### src/hdl/sawarq_pkg.sv
// Shared types, frame layout constants and parity helpers for the ARQ endpoint.
`timescale 1ns / 1ps

package sawarq_pkg;

	// Frame bit positions.
	localparam int unsigned FRM_PARITY = 15;
	localparam int unsigned FRM_SEQ    = 14;
	localparam int unsigned FRM_LAST   = 13;
	localparam int unsigned FRM_ACK    = 12;

	// Action codes of an input item.
	localparam logic [1:0] ACT_SEND = 2'd0;
	localparam logic [1:0] ACT_ACK  = 2'd1;
	localparam logic [1:0] ACT_DATA = 2'd2;

	// Status codes of a result item.
	localparam logic [1:0] ST_OK       = 2'd0;
	localparam logic [1:0] ST_REFUSED  = 2'd1;
	localparam logic [1:0] ST_IDLE_ACK = 2'd2;

	typedef struct packed {
		logic [1:0]  action;
		logic [7:0]  data_byte;
		logic        last_flag;
		logic [15:0] frame_in;
	} req_item_t;

	typedef struct packed {
		logic        send;
		logic [15:0] frame;
		logic        done;
		logic [1:0]  status;
	} tx_res_t;

	typedef struct packed {
		logic        send;
		logic [15:0] frame;
		logic        deliver;
		logic [7:0]  rx_byte;
		logic        rx_last;
	} rx_res_t;

	// Build a frame from its fields and append even parity over bits 0 to 14.
	function automatic logic [15:0] seal_frame(logic seq, logic last, logic ack,
			logic [7:0] data);
		logic [14:0] body;
		body = {seq, last, ack, 4'b0000, data};
		return {^body, body};
	endfunction

	// A frame is intact when all sixteen bits have even parity.
	function automatic logic frame_intact(logic [15:0] frame);
		return ~(^frame);
	endfunction

endpackage

### src/hdl/sawarq_ifs.sv
// Handshake channel interfaces for request and response items.
`timescale 1ns / 1ps

interface sawarq_req_if;
	logic        valid;
	logic        ready;
	logic [1:0]  action;
	logic [7:0]  data_byte;
	logic        last_flag;
	logic [15:0] frame_in;

	modport source (output valid, action, data_byte, last_flag, frame_in, input ready);
	modport sink (input valid, action, data_byte, last_flag, frame_in, output ready);
endinterface

interface sawarq_rsp_if;
	logic        valid;
	logic        ready;
	logic        send_frame;
	logic [15:0] out_frame;
	logic        deliver;
	logic [7:0]  rx_byte;
	logic        rx_last;
	logic        tx_done;
	logic [1:0]  status;

	modport source (output valid, send_frame, out_frame, deliver, rx_byte, rx_last,
		tx_done, status, input ready);
	modport sink (input valid, send_frame, out_frame, deliver, rx_byte, rx_last,
		tx_done, status, output ready);
endinterface

### src/hdl/sawarq_tx.sv
// Transmit side: framing, held frame, transmit sequence bit and ack checking.
`timescale 1ns / 1ps

module sawarq_tx import sawarq_pkg::*; (
	input  logic      clk,
	input  logic      arst_n,
	input  logic      commit,
	input  req_item_t item,
	output tx_res_t   res
);

	logic        tx_seq_q;
	logic        awaiting_q;
	logic [15:0] held_frame_q;
	logic [15:0] new_frame;
	logic        ack_ok;
	logic        take_byte;
	logic        ack_done;

	assign new_frame = seal_frame(tx_seq_q, item.last_flag, 1'b0, item.data_byte);
	assign ack_ok = frame_intact(item.frame_in) && item.frame_in[FRM_ACK]
		&& (item.frame_in[FRM_SEQ] == tx_seq_q);
	assign take_byte = (item.action == ACT_SEND) && !awaiting_q;
	assign ack_done = (item.action == ACT_ACK) && awaiting_q && ack_ok;

	always_comb begin
		res = '0;
		case (item.action)
			ACT_SEND: begin
				if (awaiting_q) begin
					res.status = ST_REFUSED;
				end else begin
					res.send  = 1'b1;
					res.frame = new_frame;
				end
			end
			ACT_ACK: begin
				if (!awaiting_q) begin
					res.status = ST_IDLE_ACK;
				end else if (ack_ok) begin
					res.done = 1'b1;
				end else begin
					res.send  = 1'b1;
					res.frame = held_frame_q;
				end
			end
			default: begin
				res = '0;
			end
		endcase
	end

	always_ff @(posedge clk or negedge arst_n) begin
		if (!arst_n) begin
			tx_seq_q   <= 1'b0;
			awaiting_q <= 1'b0;
		end else if (commit) begin
			if (take_byte) begin
				awaiting_q <= 1'b1;
			end else if (ack_done) begin
				awaiting_q <= 1'b0;
				tx_seq_q   <= ~tx_seq_q;
			end
		end
	end

	always_ff @(posedge clk) begin
		if (commit && take_byte) begin
			held_frame_q <= new_frame;
		end
	end

endmodule

### src/hdl/sawarq_rx.sv
// Receive side: I-frame checking, ACK/NAK answers and in-order delivery.
`timescale 1ns / 1ps

module sawarq_rx import sawarq_pkg::*; (
	input  logic      clk,
	input  logic      arst_n,
	input  logic      commit,
	input  req_item_t item,
	output rx_res_t   res
);

	logic rx_expected_q;
	logic good;
	logic in_order;

	assign good = frame_intact(item.frame_in);
	assign in_order = (item.action == ACT_DATA) && good
		&& (item.frame_in[FRM_SEQ] == rx_expected_q);

	always_comb begin
		res = '0;
		if (item.action == ACT_DATA) begin
			res.send  = 1'b1;
			res.frame = seal_frame(item.frame_in[FRM_SEQ], 1'b0, good, 8'h00);
		end
		if (in_order) begin
			res.deliver = 1'b1;
			res.rx_byte = item.frame_in[7:0];
			res.rx_last = item.frame_in[FRM_LAST];
		end
	end

	always_ff @(posedge clk or negedge arst_n) begin
		if (!arst_n) begin
			rx_expected_q <= 1'b0;
		end else if (commit && in_order) begin
			rx_expected_q <= ~rx_expected_q;
		end
	end

endmodule

### src/hdl/stop_and_wait_arq_endpoint.sv
// Top level of the stop-and-wait ARQ endpoint: input register, both sides, result register.
// A request item passes through the input register into the result register, from which
// its result item is offered. Throughput: one item per cycle while the response channel
// is not stalled; a stall on the response channel reaches req.ready combinationally.
// Reset (arst_n, asynchronous, active low) clears both valid flags, the sequence
// bits and the waiting flag; the held frame is written before it is ever read.
`timescale 1ns / 1ps

module stop_and_wait_arq_endpoint import sawarq_pkg::*; (
	input  logic        clk,
	input  logic        arst_n,
	sawarq_req_if.sink  req,
	sawarq_rsp_if.source rsp
);

	// Input register. An item waits here until the result register can take
	// its result; the protocol state is updated at that same edge, so items
	// always see the state left by the one before them.
	logic      v_s1;
	req_item_t item_s1;

	// Result register.
	logic        v_q;
	logic        send_q;
	logic [15:0] frame_q;
	logic        deliver_q;
	logic [7:0]  rx_byte_q;
	logic        rx_last_q;
	logic        done_q;
	logic [1:0]  status_q;

	logic    advance;
	tx_res_t tx_res;
	rx_res_t rx_res;

	// The staged item moves on when the result register is empty or is being
	// emptied in this cycle; the input register refills in the same cycle.
	assign advance   = v_s1 && (!v_q || rsp.ready);
	assign req.ready = !v_s1 || advance;

	always_ff @(posedge clk or negedge arst_n) begin
		if (!arst_n) begin
			v_s1 <= 1'b0;
		end else if (req.ready) begin
			v_s1 <= req.valid;
		end
	end

	always_ff @(posedge clk) begin
		if (req.ready && req.valid) begin
			item_s1.action    <= req.action;
			item_s1.data_byte <= req.data_byte;
			item_s1.last_flag <= req.last_flag;
			item_s1.frame_in  <= req.frame_in;
		end
	end

	sawarq_tx u_tx (
		.clk    (clk),
		.arst_n (arst_n),
		.commit (advance),
		.item   (item_s1),
		.res    (tx_res)
	);

	sawarq_rx u_rx (
		.clk    (clk),
		.arst_n (arst_n),
		.commit (advance),
		.item   (item_s1),
		.res    (rx_res)
	);

	always_ff @(posedge clk or negedge arst_n) begin
		if (!arst_n) begin
			v_q <= 1'b0;
		end else if (advance) begin
			v_q <= 1'b1;
		end else if (rsp.ready) begin
			v_q <= 1'b0;
		end
	end

	// Each side returns all zeros for actions it does not own, so the two
	// results merge with an OR. The unused action code yields an all-zero item.
	always_ff @(posedge clk) begin
		if (advance) begin
			send_q    <= tx_res.send | rx_res.send;
			frame_q   <= tx_res.frame | rx_res.frame;
			deliver_q <= rx_res.deliver;
			rx_byte_q <= rx_res.rx_byte;
			rx_last_q <= rx_res.rx_last;
			done_q    <= tx_res.done;
			status_q  <= tx_res.status;
		end
	end

	assign rsp.valid      = v_q;
	assign rsp.send_frame = send_q;
	assign rsp.out_frame  = frame_q;
	assign rsp.deliver    = deliver_q;
	assign rsp.rx_byte    = rx_byte_q;
	assign rsp.rx_last    = rx_last_q;
	assign rsp.tx_done    = done_q;
	assign rsp.status     = status_q;

endmodule
### src/flat_wrapper.sv
// flat-port wrapper written by rule: the top's interface ports become plain ports
module stop_and_wait_arq_endpoint_flat import sawarq_pkg::*;
  (clk, arst_n, req_valid, req_action, req_data_byte, req_last_flag, req_frame_in, req_ready, rsp_valid, rsp_send_frame, rsp_out_frame, rsp_deliver, rsp_rx_byte, rsp_rx_last, rsp_tx_done, rsp_status, rsp_ready);
  sawarq_req_if req_i ();
  sawarq_rsp_if rsp_i ();
  input  logic clk;
  input  logic arst_n;
  input wire logic [$bits(req_i.valid)-1:0] req_valid;
  input wire logic [$bits(req_i.action)-1:0] req_action;
  input wire logic [$bits(req_i.data_byte)-1:0] req_data_byte;
  input wire logic [$bits(req_i.last_flag)-1:0] req_last_flag;
  input wire logic [$bits(req_i.frame_in)-1:0] req_frame_in;
  output wire logic [$bits(req_i.ready)-1:0] req_ready;
  output wire logic [$bits(rsp_i.valid)-1:0] rsp_valid;
  output wire logic [$bits(rsp_i.send_frame)-1:0] rsp_send_frame;
  output wire logic [$bits(rsp_i.out_frame)-1:0] rsp_out_frame;
  output wire logic [$bits(rsp_i.deliver)-1:0] rsp_deliver;
  output wire logic [$bits(rsp_i.rx_byte)-1:0] rsp_rx_byte;
  output wire logic [$bits(rsp_i.rx_last)-1:0] rsp_rx_last;
  output wire logic [$bits(rsp_i.tx_done)-1:0] rsp_tx_done;
  output wire logic [$bits(rsp_i.status)-1:0] rsp_status;
  input wire logic [$bits(rsp_i.ready)-1:0] rsp_ready;
  assign req_i.valid = req_valid;
  assign req_i.action = req_action;
  assign req_i.data_byte = req_data_byte;
  assign req_i.last_flag = req_last_flag;
  assign req_i.frame_in = req_frame_in;
  assign req_ready = req_i.ready;
  assign rsp_valid = rsp_i.valid;
  assign rsp_send_frame = rsp_i.send_frame;
  assign rsp_out_frame = rsp_i.out_frame;
  assign rsp_deliver = rsp_i.deliver;
  assign rsp_rx_byte = rsp_i.rx_byte;
  assign rsp_rx_last = rsp_i.rx_last;
  assign rsp_tx_done = rsp_i.tx_done;
  assign rsp_status = rsp_i.status;
  assign rsp_i.ready = rsp_ready;
  stop_and_wait_arq_endpoint u_core (.clk(clk), .arst_n(arst_n), .req(req_i), .rsp(rsp_i));
endmodule
### config.mk
export PLATFORM = sky130hd
export DESIGN_NAME = stop_and_wait_arq_endpoint_flat
export DESIGN_NICKNAME = d
export VERILOG_FILES = /design/src/hdl/sawarq_pkg.sv /design/src/hdl/sawarq_ifs.sv /design/src/hdl/sawarq_tx.sv /design/src/hdl/sawarq_rx.sv /design/src/hdl/stop_and_wait_arq_endpoint.sv /design/src/flat_wrapper.sv
export SDC_FILE = /design/constraint.sdc
export NUM_CORES = 1
export LEC_CHECK = 0
export BUFFER_PORTS_ARGS = -buffer_cell sky130_fd_sc_hd__buf_4
export CAP_MARGIN = 10
export CORE_MARGIN = 2
export CORE_UTILIZATION = 40
export CTS_BUF_LIST = sky130_fd_sc_hd__clkbuf_4
export CTS_CLUSTER_DIAMETER = 40
export DETAILED_ROUTE_END_ITERATION = 8
export PLACE_DENSITY_LB_ADDON = 0.12
export SYNTH_ARGS = -nofsm -noshare
export SYNTH_HDL_FRONTEND = slang
export SYNTH_SLANG_ARGS = --single-unit
### constraint.sdc
create_clock -name clk -period 2.29 [get_ports clk]
set_input_delay 0.458 -clock clk [delete_from_list [all_inputs] [get_ports clk]]
set_output_delay 0.458 -clock clk [all_outputs]
set_load 0.05 [all_outputs]
==> results.md <==
* RSZ-0062 raised after global routing: false
* Reg clk slew, reported paths at 110 ps
* Static leakage at 0.00133 µW
* Buffers plus inverters on the worst setup path at 0
* Latest clock arrival within the worst-skew pair at 400 ps
* 1st-iter DRT viols at 63
* Post-CTS setup repair buffer count at 0
* Antenna diode instance count at 0
* Commonest non-fill, non-tap cell in the layout: sky130_fd_sc_hd__buf_4
* Class of the most critical setup path: flip-flop to flip-flop
* DRC violations left at 0
* Antenna violations before repair at 0
* Class of the worst hold path: input pin to flip-flop
* Layout Nets at 258
* Area overhead of the layout relative to synthesis at 25.0%
* Clock Path Buffers at 2
* Clock group share of total power at 0.208
* Vertical die dimension at 87.1 µm
* Most frequent cells in the layout: 65 x sky130_fd_sc_hd__buf_4, 64 x sky130_fd_sc_hd__edfxtp_1, 17 x sky130_fd_sc_hd__xnor2_1
* Largest voltage drop on the vdd net at 0.375 mV
* Kind of cell adding the most delay to the critical path: XOR/XNOR gates
* Data arrival at the endpoint of the critical path at 2250 ps
* # IOs at 63
* End-of-flow core utilization at 0.511
* Slew at the pin closest to its max-slew limit at 560 ps
* Average wire per cell in the routed design at 14.2 µm
* Period utilisation layout at 0.919
* Sw Ratio at 0.319
* TritonCTS buffer count at 9
* Clock Skew at 17.1 ps
* Critical Path RT at 2440 ps
* Per-cell via count in the routed design at 4.59
* Relative contribution of combinational cells to total power at 0.274
* Setup slack on the worst flop-to-flop path at 190 ps
* Sequential-to-total area share from yosys stat at 0.740
* Largest net degree at the start of global routing at 28
* Power density of the placed cells at 903 nW/µm²
* Post-synthesis instance area at 2770 µm²
* Final Hold Viols at 0
* Core Region at 6760 µm²
* Pre-antenna DRT Iters at 4
* Crit-path cells: xor2_1, xnor2_1, xnor2_2, xor2_2, mux2_1, a221o_1
* Die W at 87.1 µm
* Count of non-filler cells in the finished layout at 312
* CP max-delay cell: sky130_fd_sc_hd__edfxtp_1
* DRT antenna net count at 0
* Number of global-route vias before repair at 1498
* Port Buf Inserts at 58
* Global-route wire length before repair at 6970 µm
* Worst slew margin at 0.626
* Highest clock frequency the design can meet at 0.475 GHz
* Share of layout cells above drive strength 1 at 0.388
* Final setup slack of the worst path at 186 ps
* Post-DP HPWL at 3110 µm
* Number of max-cap violations at 0
* Floorplan die area at 7590 µm²
* Fin Hold WS at 227 ps
* Async S/R FF share, synth at 0.0725
* Clock sink count at 69
* Synth Instances at 153
* Number of setup violations in the final report at 0
* Kind of capture point of the worst setup path: flip-flop
* Flip-flop and latch count after synthesis at 69
* Num rows at 30
* Max Fanout on Critical Path at 2
* Remaining global-route overflow at 0
* Power dissipated by switching net loads at 995 µW
* CTS root buffer: sky130_fd_sc_hd__clkbuf_4
* Number of vias in the routed layout at 1431
* Total placed cells including tap cells at 295
* Unique masters post-synth at 30
* Count of flip-flops with a built-in enable after synthesis at 64
* Clock tree from TritonCTS: done
* Detailed Route WL at 4420 µm
* Maximum level of the CTS H-tree at 3
* Post-route minimum period at 2100 ps
* Delay of the slowest cell on the worst path at 430 ps
* Startpoint kind of the worst setup timing path: flip-flop
* Starting density of the core at 0.409
* Overall Global Routing Usage at 0.125
* Post-place setup slack at 145 ps
* Share of total power in sequential cells at 0.518
* Mean instance size in the synthesized netlist at 18.1 µm²
* Final TNS setup at 0 ps
* Result of the run: finished, final reports clean
* P_int at 2120 µW
* Most instantiated flip-flop cell in the synthesis netlist: sky130_fd_sc_hd__edfxtp_1
* Max-slew violation count at 0
* Routability congestion estimate from global placement at 0.722
* Count of yosys warnings during synthesis at 0
## per-layer routing
metal	global-route usage	routed length [µm]	share of wire
met1	0.152	1950	0.44
met2	0.203	2120	0.48
met3	0.0303	239	0.054
met4	0.0713	108	0.024
met5	0	0	0
## cells by family (layout without fill, tap and decap cells)
group | Yosys count | count (layout) | share of synthesized area
AO/OA/AOI/OAI | 16 | 16 | 0.0520
XOR/XNOR | 28 | 28 | 0.113
buffers and inverters | 9 | 85 | 0.0231
flip-flops | 69 | 69 | 0.740
multiplexers | 1 | 1 | 0.00407
other | 1 | 4 | 0.00136
AND/OR/NAND/NOR | 29 | 29 | 0.0661
## sequential cells by signal, indices dropped and copies added, names as in the netlist
register,flops
u_core.rsp.send_frame,1
u_core.item_s1,27
u_core.rsp.valid,1
u_core.u_tx.held_frame_q,11
u_core.rsp.tx_done,1
u_core.rsp.rx_byte,8
u_core.rsp.rx_last,1
u_core.rsp.out_frame,12
u_core.u_rx.rx_expected_q,1
u_core.rsp.status,2
u_core.u_tx.awaiting_q,1
u_core.v_s1,1
u_core.rsp.deliver,1
u_core.u_tx.tx_seq_q,1
## worst register-to-register path, stage by stage (launching register included)
cell	delay, ps
sky130_fd_sc_hd__edfxtp_1	430
sky130_fd_sc_hd__xor2_1	170
sky130_fd_sc_hd__xnor2_1	250
sky130_fd_sc_hd__xnor2_2	200
sky130_fd_sc_hd__xor2_2	220
sky130_fd_sc_hd__mux2_1	340
sky130_fd_sc_hd__a221o_1	250
## power by group through the flow
stage          clock network (µW)  logic (µW)  registers (µW)
3_3_place_gp                    0         839            1640
5_1_grt                       722         921            1630
2_1_floorplan                   0         422            1840
3_5_place_dp                    0         851            1650
6_report                      648         854            1620
4_1_cts                       676         858            1620
## final timing paths
| path | start | to | cells past startpoint |
|---|---|---|---|
| setup / recovery | u_core.item_s1[6]$_DFFE_PP_ | u_core.rsp.out_frame[15]$_DFFE_PP_ | 6 |
| hold / removal | req_frame_in[4] | u_core.item_s1[4]$_DFFE_PP_ | 1 |
| setup reg to reg | u_core.item_s1[6]$_DFFE_PP_ | u_core.rsp.out_frame[15]$_DFFE_PP_ | 6 |
| min in group asynchronous | arst_n | u_core.v_s1$_DFFE_PN0N_ | 2 |
| max in group asynchronous | arst_n | u_core.u_rx.rx_expected_q$_DFFE_PN0P_ | 2 |
| hold reg to reg | u_core.item_s1[19]$_DFFE_PP_ | u_core.u_tx.held_frame_q[2]$_DFFE_PP_ | 0 |
## metrics by stage
step	total power (µW)	instance area [µm²]
finish	3120	3460
global placement	2480	3330
floorplan	2260	2780
global route	3280	3460
detailed placement	2500	3330
CTS	3150	3450
## synth_stat cells (all sizes together) (2+ instances only)
| cell type | n | share of area |
|---|---|---|
| edfxtp | 64 | 0.70 |
| dfrtp | 5 | 0.045 |
| nor2b | 2 | 0.0045 |
| nor3 | 3 | 0.0095 |
| a22o | 9 | 0.029 |
| nand2b | 4 | 0.0090 |
| nand2 | 3 | 0.0041 |
| xnor2 | 23 | 0.097 |
| xor2 | 5 | 0.016 |
| and2 | 10 | 0.023 |
| nor2 | 3 | 0.0041 |
| buf | 6 | 0.019 |
| a221o | 2 | 0.0072 |
| inv | 2 | 0.0027 |
## layout make-up
cell class | count | area (µm²)
fillers | 580 | 3300
flip-flops and latches | 69 | 2050
multi-input cells | 78 | 673
repair buffers | 67 | 518
well taps | 80 | 100
inverters | 2 | 7.51
clock buffers | 11 | 82.6
clock inverters | 5 | 27.5
## repair_timing
item,CTS,global route
resized for setup,0,1
hold buffers,1,0
hold endpoints to repair,5,0
setup endpoints to repair,0,9
Note: power is estimated with default switching activity, not from simulation.
